==> src/hw/rtl/ycrgb_pkg.sv <==
package ycrgb_pkg;

    // Fixed-point formats
    localparam int COEF_FRACTION_BITS    = 10;
    localparam int CHANNEL_FRACTION_BITS = 8;
    localparam int MAX_PIXELS_LOG2       = 20;

    // Field and word widths
    localparam int CMD_W      = 2;
    localparam int BYTE_W     = 8;
    localparam int WORD_W     = 32;
    localparam int CH_W       = BYTE_W + CHANNEL_FRACTION_BITS;
    localparam int SUM_W      = BYTE_W + CHANNEL_FRACTION_BITS + MAX_PIXELS_LOG2;
    localparam int PC_W       = MAX_PIXELS_LOG2 + 1;
    localparam int CFG_DATA_W = PC_W;
    localparam int CFG_IDX_W  = 1;
    localparam int CNT_W      = $clog2(SUM_W);
    localparam int CF_W       = COEF_FRACTION_BITS + 3;
    localparam int RAW_W      = CF_W + 11;

    // Commands and result kinds
    typedef logic [CMD_W-1:0] t_cmd;
    localparam t_cmd CMD_PIXEL  = 2'd0;
    localparam t_cmd CMD_REPORT = 2'd1;
    localparam t_cmd CMD_CLEAR  = 2'd2;

    // Register indexes
    localparam logic [CFG_IDX_W-1:0] REG_STANDARD    = 1'b0;
    localparam logic [CFG_IDX_W-1:0] REG_PIXEL_COUNT = 1'b1;

    // Q2.n coefficients, rounded half up from their decimal values
    localparam int COEF_ONE = 2 ** COEF_FRACTION_BITS;
    localparam logic signed [CF_W-1:0] K_LUMA    = CF_W'((1164 * COEF_ONE + 500) / 1000);
    localparam logic signed [CF_W-1:0] K_SD_CR_R = CF_W'((1596 * COEF_ONE + 500) / 1000);
    localparam logic signed [CF_W-1:0] K_SD_CR_G = CF_W'((813 * COEF_ONE + 500) / 1000);
    localparam logic signed [CF_W-1:0] K_SD_CB_G = CF_W'((391 * COEF_ONE + 500) / 1000);
    localparam logic signed [CF_W-1:0] K_SD_CB_B = CF_W'((2018 * COEF_ONE + 500) / 1000);
    localparam logic signed [CF_W-1:0] K_HD_CR_R = CF_W'((1793 * COEF_ONE + 500) / 1000);
    localparam logic signed [CF_W-1:0] K_HD_CR_G = CF_W'((534 * COEF_ONE + 500) / 1000);
    localparam logic signed [CF_W-1:0] K_HD_CB_G = CF_W'((213 * COEF_ONE + 500) / 1000);
    localparam logic signed [CF_W-1:0] K_HD_CB_B = CF_W'((2115 * COEF_ONE + 500) / 1000);

    // Controller to datapath commands
    typedef struct packed {
        logic load_in;
        logic mult;
        logic accum;
        logic clear;
        logic div_load;
        logic div_step;
        logic mean_store;
        logic out_load;
    } t_dp_ctl;

endpackage

==> src/hw/rtl/ycrgb_ctrl.sv <==
module ycrgb_ctrl (
    input  logic               i_clk,
    input  logic               i_rst_n,
    input  logic               i_in_valid,
    input  ycrgb_pkg::t_cmd    i_command,
    input  logic               i_out_stall,
    output logic               o_in_stall,
    output logic               o_out_valid,
    output ycrgb_pkg::t_dp_ctl o_ctl
);
    import ycrgb_pkg::*;

    localparam logic [2:0] ST_IDLE = 3'd0;
    localparam logic [2:0] ST_MULT = 3'd1;
    localparam logic [2:0] ST_ACC  = 3'd2;
    localparam logic [2:0] ST_DIV  = 3'd3;
    localparam logic [2:0] ST_MEAN = 3'd4;
    localparam logic [2:0] ST_OUT  = 3'd5;

    logic [2:0]       r_state, n_state;
    logic [CNT_W-1:0] r_cnt, n_cnt;
    logic             r_out_valid, n_out_valid;
    logic             accept;
    logic             out_free;
    t_dp_ctl          ctl;

    assign o_in_stall  = (r_state != ST_IDLE);
    assign o_out_valid = r_out_valid;
    assign accept      = i_in_valid && (r_state == ST_IDLE);
    assign out_free    = !r_out_valid || !i_out_stall;
    assign o_ctl       = ctl;

    // Sequence one transaction at a time
    always_comb begin
        n_state = r_state;
        n_cnt   = r_cnt;
        ctl     = '0;
        case (r_state)
            ST_IDLE: begin
                if (accept) begin
                    ctl.load_in = 1'b1;
                    case (i_command)
                        CMD_PIXEL: begin
                            n_state = ST_MULT;
                        end
                        CMD_REPORT: begin
                            ctl.div_load = 1'b1;
                            n_cnt        = CNT_W'(SUM_W - 1);
                            n_state      = ST_DIV;
                        end
                        CMD_CLEAR: begin
                            ctl.clear = 1'b1;
                            n_state   = ST_OUT;
                        end
                        default: begin
                            // drop unknown commands
                            n_state = ST_IDLE;
                        end
                    endcase
                end
            end
            ST_MULT: begin
                ctl.mult = 1'b1;
                n_state  = ST_ACC;
            end
            ST_ACC: begin
                ctl.accum = 1'b1;
                n_state   = ST_OUT;
            end
            ST_DIV: begin
                ctl.div_step = 1'b1;
                n_cnt        = r_cnt - 1'b1;
                if (r_cnt == '0) begin
                    n_state = ST_MEAN;
                end
            end
            ST_MEAN: begin
                ctl.mean_store = 1'b1;
                n_state        = ST_OUT;
            end
            ST_OUT: begin
                if (out_free) begin
                    ctl.out_load = 1'b1;
                    n_state      = ST_IDLE;
                end
            end
            default: begin
                n_state = ST_IDLE;
            end
        endcase
    end

    // Output valid: drop on take, set on load
    always_comb begin
        n_out_valid = r_out_valid && i_out_stall;
        if (ctl.out_load) begin
            n_out_valid = 1'b1;
        end
    end

    always_ff @(posedge i_clk) begin
        if (!i_rst_n) begin
            r_state     <= ST_IDLE;
            r_cnt       <= '0;
            r_out_valid <= 1'b0;
        end else begin
            r_state     <= n_state;
            r_cnt       <= n_cnt;
            r_out_valid <= n_out_valid;
        end
    end

endmodule

==> src/hw/rtl/ycrgb_dp.sv <==
module ycrgb_dp (
    input  logic                                i_clk,
    input  logic                                i_rst_n,
    input  ycrgb_pkg::t_dp_ctl                  i_ctl,
    input  logic                                i_cfg_we,
    input  logic [ycrgb_pkg::CFG_IDX_W-1:0]     i_cfg_index,
    input  logic [ycrgb_pkg::CFG_DATA_W-1:0]    i_cfg_data,
    input  ycrgb_pkg::t_cmd                     i_command,
    input  logic [ycrgb_pkg::BYTE_W-1:0]        i_luma,
    input  logic [ycrgb_pkg::BYTE_W-1:0]        i_chroma_blue,
    input  logic [ycrgb_pkg::BYTE_W-1:0]        i_chroma_red,
    output ycrgb_pkg::t_cmd                     o_result_kind,
    output logic [ycrgb_pkg::BYTE_W-1:0]        o_red_out,
    output logic [ycrgb_pkg::BYTE_W-1:0]        o_green_out,
    output logic [ycrgb_pkg::BYTE_W-1:0]        o_blue_out,
    output logic [ycrgb_pkg::WORD_W-1:0]        o_packed_mean,
    output logic [ycrgb_pkg::WORD_W-1:0]        o_display_word
);
    import ycrgb_pkg::*;

    localparam int CFB    = COEF_FRACTION_BITS;
    localparam int CHF    = CHANNEL_FRACTION_BITS;
    localparam int WIDE_W = BYTE_W + CFB + CHF;
    localparam int SHR    = (CFB >= CHF) ? CFB - CHF : 0;
    localparam int SHL    = (CFB >= CHF) ? 0 : CHF - CFB;
    localparam logic signed [RAW_W-1:0] TOP_RAW  = RAW_W'(255 * (2 ** CFB));
    localparam logic [WIDE_W-1:0]       TOP_WIDE = WIDE_W'(255 * (2 ** CFB));
    localparam int CH_RED   = 0;
    localparam int CH_GREEN = 1;
    localparam int CH_BLUE  = 2;

    // Clamp to 0..255.0 and move to the channel format
    function automatic logic [CH_W-1:0] to_channel(input logic signed [RAW_W-1:0] v);
        logic [WIDE_W-1:0] u;
        if (v[RAW_W-1]) begin
            u = '0;
        end else if (v > TOP_RAW) begin
            u = TOP_WIDE;
        end else begin
            u = WIDE_W'(v[CFB+BYTE_W-1:0]);
        end
        return CH_W'((u << SHL) >> SHR);
    endfunction

    logic                     r_std;
    logic [PC_W-1:0]          r_pixel_count;
    t_cmd                     r_kind;
    logic [BYTE_W-1:0]        r_y, r_cb, r_cr;
    logic signed [RAW_W-1:0]  r_raw [3];
    logic signed [RAW_W-1:0]  n_raw [3];
    logic [SUM_W-1:0]         r_sum [3];
    logic [SUM_W-1:0]         n_sum [3];
    logic [BYTE_W-1:0]        r_pix [3];
    logic [BYTE_W-1:0]        r_mean [3];
    logic [BYTE_W-1:0]        n_mean [3];
    logic [PC_W-1:0]          r_divisor;
    logic [SUM_W-1:0]         r_quo [3];
    logic [SUM_W-1:0]         n_quo [3];
    logic [PC_W-1:0]          r_rem [3];
    logic [PC_W-1:0]          n_rem [3];
    logic [CH_W-1:0]          chan [3];

    logic signed [8:0]        yv, cbv, crv;
    logic signed [CF_W-1:0]   k_cr_r, k_cr_g, k_cb_g, k_cb_b;
    logic signed [RAW_W-1:0]  p_base, p_cr_r, p_cr_g, p_cb_g, p_cb_b;
    logic [BYTE_W-1:0]        white;
    logic [WORD_W-1:0]        packed_word;

    // Register writes
    always_ff @(posedge i_clk) begin
        if (!i_rst_n) begin
            r_std         <= 1'b0;
            r_pixel_count <= PC_W'(1);
        end else if (i_cfg_we) begin
            case (i_cfg_index)
                REG_STANDARD:    r_std         <= i_cfg_data[0];
                REG_PIXEL_COUNT: r_pixel_count <= i_cfg_data[PC_W-1:0];
                default:         r_std         <= r_std;
            endcase
        end
    end

    // Hold the accepted transaction
    always_ff @(posedge i_clk) begin
        if (i_ctl.load_in) begin
            r_kind <= i_command;
            r_y    <= i_luma;
            r_cb   <= i_chroma_blue;
            r_cr   <= i_chroma_red;
        end
    end

    // Multiply by the selected coefficients
    always_comb begin
        yv     = $signed({1'b0, r_y}) - 9'sd16;
        cbv    = $signed({1'b0, r_cb}) - 9'sd128;
        crv    = $signed({1'b0, r_cr}) - 9'sd128;
        k_cr_r = r_std ? K_HD_CR_R : K_SD_CR_R;
        k_cr_g = r_std ? K_HD_CR_G : K_SD_CR_G;
        k_cb_g = r_std ? K_HD_CB_G : K_SD_CB_G;
        k_cb_b = r_std ? K_HD_CB_B : K_SD_CB_B;
        p_base = RAW_W'(K_LUMA) * RAW_W'(yv);
        p_cr_r = RAW_W'(k_cr_r) * RAW_W'(crv);
        p_cr_g = RAW_W'(k_cr_g) * RAW_W'(crv);
        p_cb_g = RAW_W'(k_cb_g) * RAW_W'(cbv);
        p_cb_b = RAW_W'(k_cb_b) * RAW_W'(cbv);
        n_raw[CH_RED]   = p_base + p_cr_r;
        n_raw[CH_GREEN] = p_base - p_cr_g - p_cb_g;
        n_raw[CH_BLUE]  = p_base + p_cb_b;
    end

    always_ff @(posedge i_clk) begin
        if (i_ctl.mult) begin
            for (int c = 0; c < 3; c++) begin
                r_raw[c] <= n_raw[c];
            end
        end
    end

    // Clamp, saturating accumulate and divider step, one lane per channel
    always_comb begin
        logic [SUM_W:0]  s;
        logic [PC_W:0]   t;
        logic [PC_W:0]   diff;
        logic            ge;
        for (int c = 0; c < 3; c++) begin
            chan[c]  = to_channel(r_raw[c]);
            s        = {1'b0, r_sum[c]} + (SUM_W + 1)'(chan[c]);
            n_sum[c] = s[SUM_W] ? '1 : s[SUM_W-1:0];
            t        = {r_rem[c], r_quo[c][SUM_W-1]};
            diff     = t - {1'b0, r_divisor};
            ge       = (t >= {1'b0, r_divisor});
            n_rem[c] = ge ? diff[PC_W-1:0] : t[PC_W-1:0];
            n_quo[c] = {r_quo[c][SUM_W-2:0], ge};
            n_mean[c] = (|r_quo[c][SUM_W-1:CHF+BYTE_W]) ? '1 :
                        r_quo[c][CHF+BYTE_W-1:CHF];
        end
    end

    // Accumulators
    always_ff @(posedge i_clk) begin
        if (!i_rst_n) begin
            for (int c = 0; c < 3; c++) begin
                r_sum[c] <= '0;
            end
        end else if (i_ctl.clear) begin
            for (int c = 0; c < 3; c++) begin
                r_sum[c] <= '0;
            end
        end else if (i_ctl.accum) begin
            for (int c = 0; c < 3; c++) begin
                r_sum[c] <= n_sum[c];
            end
        end
    end

    // Pixel bytes for the result
    always_ff @(posedge i_clk) begin
        if (i_ctl.accum) begin
            for (int c = 0; c < 3; c++) begin
                r_pix[c] <= chan[c][CH_W-1 -: BYTE_W];
            end
        end
    end

    // Restoring divider, one quotient bit per cycle in each lane
    always_ff @(posedge i_clk) begin
        if (i_ctl.div_load) begin
            r_divisor <= (r_pixel_count == '0) ? PC_W'(1) : r_pixel_count;
            for (int c = 0; c < 3; c++) begin
                r_quo[c] <= r_sum[c];
                r_rem[c] <= '0;
            end
        end else if (i_ctl.div_step) begin
            for (int c = 0; c < 3; c++) begin
                r_quo[c] <= n_quo[c];
                r_rem[c] <= n_rem[c];
            end
        end
    end

    // Means from the last report
    always_ff @(posedge i_clk) begin
        if (!i_rst_n) begin
            for (int c = 0; c < 3; c++) begin
                r_mean[c] <= '0;
            end
        end else if (i_ctl.mean_store) begin
            for (int c = 0; c < 3; c++) begin
                r_mean[c] <= n_mean[c];
            end
        end
    end

    // Whiteness and packed word
    always_comb begin
        white = (r_mean[CH_RED] < r_mean[CH_GREEN]) ? r_mean[CH_RED] : r_mean[CH_GREEN];
        if (r_mean[CH_BLUE] < white) begin
            white = r_mean[CH_BLUE];
        end
        packed_word = {white,
                       r_mean[CH_BLUE] - white,
                       r_mean[CH_GREEN] - white,
                       r_mean[CH_RED] - white};
    end

    // Output register
    always_ff @(posedge i_clk) begin
        if (i_ctl.out_load) begin
            o_result_kind  <= r_kind;
            o_red_out      <= (r_kind == CMD_PIXEL) ? r_pix[CH_RED] : '0;
            o_green_out    <= (r_kind == CMD_PIXEL) ? r_pix[CH_GREEN] : '0;
            o_blue_out     <= (r_kind == CMD_PIXEL) ? r_pix[CH_BLUE] : '0;
            o_packed_mean  <= (r_kind == CMD_REPORT) ? packed_word : '0;
            o_display_word <= {8'hFF, r_mean[CH_RED], r_mean[CH_GREEN], r_mean[CH_BLUE]};
        end
    end

endmodule

==> src/hw/rtl/ycbcr_to_rgb_mean_whiteness_core.sv <==
// Channel  Direction  Handshake                    Payload
// in       input      i_in_valid / o_in_stall      i_command, i_luma, i_chroma_blue,
//                                                  i_chroma_red
// out      output     o_out_valid / i_out_stall    o_result_kind, o_red_out, o_green_out,
//                                                  o_blue_out, o_packed_mean, o_display_word
// cfg      input      i_cfg_we                     i_cfg_index, i_cfg_data
//
// One transaction at a time: a pixel passes the multiply, then clamp and accumulate, before
// it reaches the output register; a clear goes straight to it, and a report passes the restoring
// divider, which yields one quotient bit per cycle over the 36-bit sums, then the mean store. The
// next transaction is accepted in the cycle after the output register is loaded; a result that
// still waits in the output register under a stall holds the block back until it is taken.
// Reset is synchronous and active low; it clears sums, means and registers, no sweep.
// A stall on the output holds the result; o_in_stall is high whenever a transaction is
// in progress.
module ycbcr_to_rgb_mean_whiteness_core (
    input  logic                                i_clk,
    input  logic                                i_rst_n,
    input  logic                                i_in_valid,
    output logic                                o_in_stall,
    input  ycrgb_pkg::t_cmd                     i_command,
    input  logic [ycrgb_pkg::BYTE_W-1:0]        i_luma,
    input  logic [ycrgb_pkg::BYTE_W-1:0]        i_chroma_blue,
    input  logic [ycrgb_pkg::BYTE_W-1:0]        i_chroma_red,
    output logic                                o_out_valid,
    input  logic                                i_out_stall,
    output ycrgb_pkg::t_cmd                     o_result_kind,
    output logic [ycrgb_pkg::BYTE_W-1:0]        o_red_out,
    output logic [ycrgb_pkg::BYTE_W-1:0]        o_green_out,
    output logic [ycrgb_pkg::BYTE_W-1:0]        o_blue_out,
    output logic [ycrgb_pkg::WORD_W-1:0]        o_packed_mean,
    output logic [ycrgb_pkg::WORD_W-1:0]        o_display_word,
    input  logic                                i_cfg_we,
    input  logic [ycrgb_pkg::CFG_IDX_W-1:0]     i_cfg_index,
    input  logic [ycrgb_pkg::CFG_DATA_W-1:0]    i_cfg_data
);
    import ycrgb_pkg::*;

    t_dp_ctl ctl;

    // Sequence transactions
    ycrgb_ctrl u_ctrl (
        .i_clk       (i_clk),
        .i_rst_n     (i_rst_n),
        .i_in_valid  (i_in_valid),
        .i_command   (i_command),
        .i_out_stall (i_out_stall),
        .o_in_stall  (o_in_stall),
        .o_out_valid (o_out_valid),
        .o_ctl       (ctl)
    );

    // Convert, accumulate and divide
    ycrgb_dp u_dp (
        .i_clk          (i_clk),
        .i_rst_n        (i_rst_n),
        .i_ctl          (ctl),
        .i_cfg_we       (i_cfg_we),
        .i_cfg_index    (i_cfg_index),
        .i_cfg_data     (i_cfg_data),
        .i_command      (i_command),
        .i_luma         (i_luma),
        .i_chroma_blue  (i_chroma_blue),
        .i_chroma_red   (i_chroma_red),
        .o_result_kind  (o_result_kind),
        .o_red_out      (o_red_out),
        .o_green_out    (o_green_out),
        .o_blue_out     (o_blue_out),
        .o_packed_mean  (o_packed_mean),
        .o_display_word (o_display_word)
    );

endmodule

==> config.mk <==
export PLATFORM = sky130hd
export DESIGN_NAME = ycbcr_to_rgb_mean_whiteness_core
export DESIGN_NICKNAME = d
export VERILOG_FILES = /design/src/hw/rtl/ycrgb_pkg.sv /design/src/hw/rtl/ycrgb_ctrl.sv /design/src/hw/rtl/ycrgb_dp.sv /design/src/hw/rtl/ycbcr_to_rgb_mean_whiteness_core.sv
export SDC_FILE = /design/constraint.sdc
export NUM_CORES = 2
export LEC_CHECK = 0
export BUFFER_PORTS_ARGS = -buffer_cell sky130_fd_sc_hd__buf_2
export CAP_MARGIN = 20
export CORE_MARGIN = 2
export CORE_UTILIZATION = 50
export CTS_CLUSTER_SIZE = 14
export DETAILED_ROUTE_END_ITERATION = 6
export PLACE_DENSITY = 0.73
export SYNTH_ARGS = -nofsm -noshare
export SYNTH_HDL_FRONTEND = slang
export SYNTH_HIERARCHICAL = 1
export SYNTH_SLANG_ARGS = --single-unit
==> constraint.sdc <==
create_clock -name i_clk -period 16.2 [get_ports i_clk]
set_input_delay 0 -clock i_clk [delete_from_list [all_inputs] [get_ports i_clk]]
set_output_delay 0 -clock i_clk [all_outputs]
set_load 0.01 [all_outputs]
==> results_dict.tcl <==
set metrics [dict create \
    design_area_mm2 0.0449 \
    synth_top_cell_area_share_pct 38.9 \
    tightest_slew_ps 1200 \
    hold_path_class "in -> reg" \
    n_fill_cell 6769 \
    dr.pass1.iters 5 \
    timing.hold.ws_ps 105 \
    finalSetupTns_ps 0 \
    period_share_pct 52.5 \
    cts_tree "yes" \
    ys_ff_latch 554 \
    grt_max_degree 172 \
    antenna_cells 0 \
    nets 4765 \
    netlist_instances 3868 \
    maxCapViolCount 0 \
    post-route-min-period_ps 8500 \
    dp_hpwl_um 67100 \
    ys_types 94 \
    grt-ovfl-total 0 \
    ant_nets 0 \
    syn_area_per_cell_um2 10.4 \
    vias_per_cell 5.48 \
    first_iter_violations 1884 \
    rsz0062_at_grt "no" \
    detail_route.wl_per_cell_um 18.0 \
    die_w_um 288 \
    yosysSeqAreaShare_pct 40.5 \
    post_dp_cell_area_mm2 0.0420 \
    clk_pin_slew_ps 60 \
    setup_viol 0 \
    drt_wl_total_um 93000 \
    outcome "finished clean" \
    async_flop_share_pct 0 \
    cts_sinks 554 \
    cp.required_ps 16550 \
    max_stage_delay_ps 520 \
    syn2layout_area_growth_pct 11.5 \
    layout-drive-gt1-share_pct 7.76 \
    antenna_found_initial 1 \
    grt_pass1_vias 28400 \
    syn_area_mm2 0.0403 \
    cts_resized 0 \
    netlist_top_cells_area "edfxtp_1 39%, ha_1 14%, fa_1 10%" \
    ys_warn_count 6 \
    io_buffers 136 \
    insertion_delay_ps 630 \
    finalMaxSlewViolations 0 \
    postLayoutCoreUtil_pct 56.1 \
    core_mm2 0.0802 \
    setup.worst_path.start_class "flop" \
    ys.flop_type "edfxtp_1" \
    drcViolationCount 0 \
    final_hold_viol_count 0 \
    grt_pass1_wl_um 148000 \
    synth-edff-count 522 \
    root_buffer "clkbuf_16" \
    die-area_mm2 0.0828 \
    cp_max_fo 4 \
    numCtsBuffers 66 \
    die_h_um 288 \
    dr_total_vias 28300 \
    h-tree-depth 3 \
    crit_path_end_kind "flop" \
    fin_skew_ps 45.1 \
    start_util_pct 50.3 \
    gp_congestion 0.901 \
    pin_count 145 \
    synth_top_area_cell "edfxtp_1" \
    track_usage_pct 22.7 \
    ctsLongestPathBuffers 3 \
    critPathKind "reg -> reg" \
    rows 104 \
    timing.fmax_ghz 0.118 \
    arrival_ps 8850 \
    slew_headroom_pct 19.9 \
    cp_slowest_cell "fa_1" \
]
==> final cells by class <==
| class | count | area [µm²] | area share [%] |
|---|---|---|---|
| clock inverters | 33 | 403 | 0.897 |
| multi-input cells | 2690 | 21600 | 48.0 |
| repair buffers | 234 | 1640 | 3.65 |
| clock buffers | 84 | 1740 | 3.87 |
| well taps | 1060 | 1330 | 2.95 |
| flip-flops and latches | 554 | 16300 | 36.3 |
| inverters | 515 | 1930 | 4.30 |
==> registers in the layout (all words and copies together) (netlist names), 24 cells and up <==
name,count
u_dp/r_quo,108
u_dp/r_sum,108
u_dp/r_raw,66
u_dp/r_rem,63
u_dp/o_packed_mean,32
u_dp/o_display_word,24
u_dp/r_mean,24
u_dp/r_pix,24
==> cells in the mapped netlist, types with 12 or more instances <==
cell,instances
nand3_1,49
a21boi_0,25
and3_1,43
xor2_1,77
ha_1,450
nor2_1,214
a21o_1,83
a21oi_1,260
nor3_1,53
inv_1,515
and2_1,67
dfxtp_1,32
nor2b_1,39
o21ai_0,84
or2_2,19
a31oi_1,26
clkbuf_1,95
or3_1,12
mux2i_1,38
nand4_1,31
nand2b_1,40
nand2_1,465
edfxtp_1,522
fa_1,201
xnor2_1,132
o21a_1,48
a211oi_1,21
o21bai_1,20
nor4_1,33
==> kinds of logic after synthesis <==
kind of cell / count (synthesis) / synth area share (%)
and+or+nand+nor: 1103 / 12.8
AOI/OAI and AO/OA: 663 / 10.8
xor gates and xnor gates: 209 / 4.54
adders and majority gates: 651 / 24.0
DFF: 554 / 40.5
buffers and inverters: 639 / 6.18
muxes: 47 / 1.20
other: 2 / 0.0186
==> placed cells by master, fill, tap and decap left out, drive strengths merged, types with 84 or more instances in the layout <==
| cell type | count |
|---|---|
| ha | 450 |
| nand2 | 466 |
| inv | 519 |
| o21ai | 88 |
| clkbuf | 84 |
| xnor2 | 132 |
| fa | 201 |
| edfxtp | 522 |
| a21oi | 260 |
| nor2 | 214 |
| buf | 158 |
==> worst max-delay path: cells and delay by family, from the launching register on <==
family                   cells  cell delay, ps
adder cells (fa/ha/maj)     13            4850
AND/OR/NAND/NOR              4            1040
AO/OA/AOI/OAI                5             910
buffers and inverters        8             720
flip-flops                   1             390
XOR/XNOR                     2             320
==> what timing repair did <==
action	CTS	global route
hold buffers	76	0
setup buffers	0	0
hold endpoints to repair	77	0
==> path summary, 6_finish.rpt <==
path                                             from  cells after the start  slack [ps]                                to
setup reg to reg                u_dp/r_y[4]$_DFFE_PP_                     32        7700       u_dp/r_raw[0][44]$_DFFE_PP_
setup / recovery                u_dp/r_y[4]$_DFFE_PP_                     32        7700       u_dp/r_raw[0][44]$_DFFE_PP_
hold / removal                        i_chroma_red[5]                      2         110            u_dp/r_cr[5]$_DFFE_PP_
hold reg to reg   u_dp/r_pixel_count[11]$_SDFFE_PN0P_                      0         460  u_dp/r_divisor[11]$_SDFFCE_PN0P_
==> through the flow <==
step / std cells / worst slack, ps
global placement: 4976 / 7870
detailed placement: 4977 / 7750
CTS: 5170 / 7720
global route: 5170 / 7180
floorplan: 3883 / 8290
finish: 5170 / 7700
==> per-layer routing <==
layer	wire length (µm)	vias up	track usage (%)
met5	0	-	0
met4	4520	0	10.4
met3	4980	244	3.05
met2	44200	795	38.1
met1	39300	13600	29.2
li1	-	13700	-
Power is left out: the tool's default activity adds up to more than one toggle a clock period on the data nets, which glitch-free logic cannot reach.
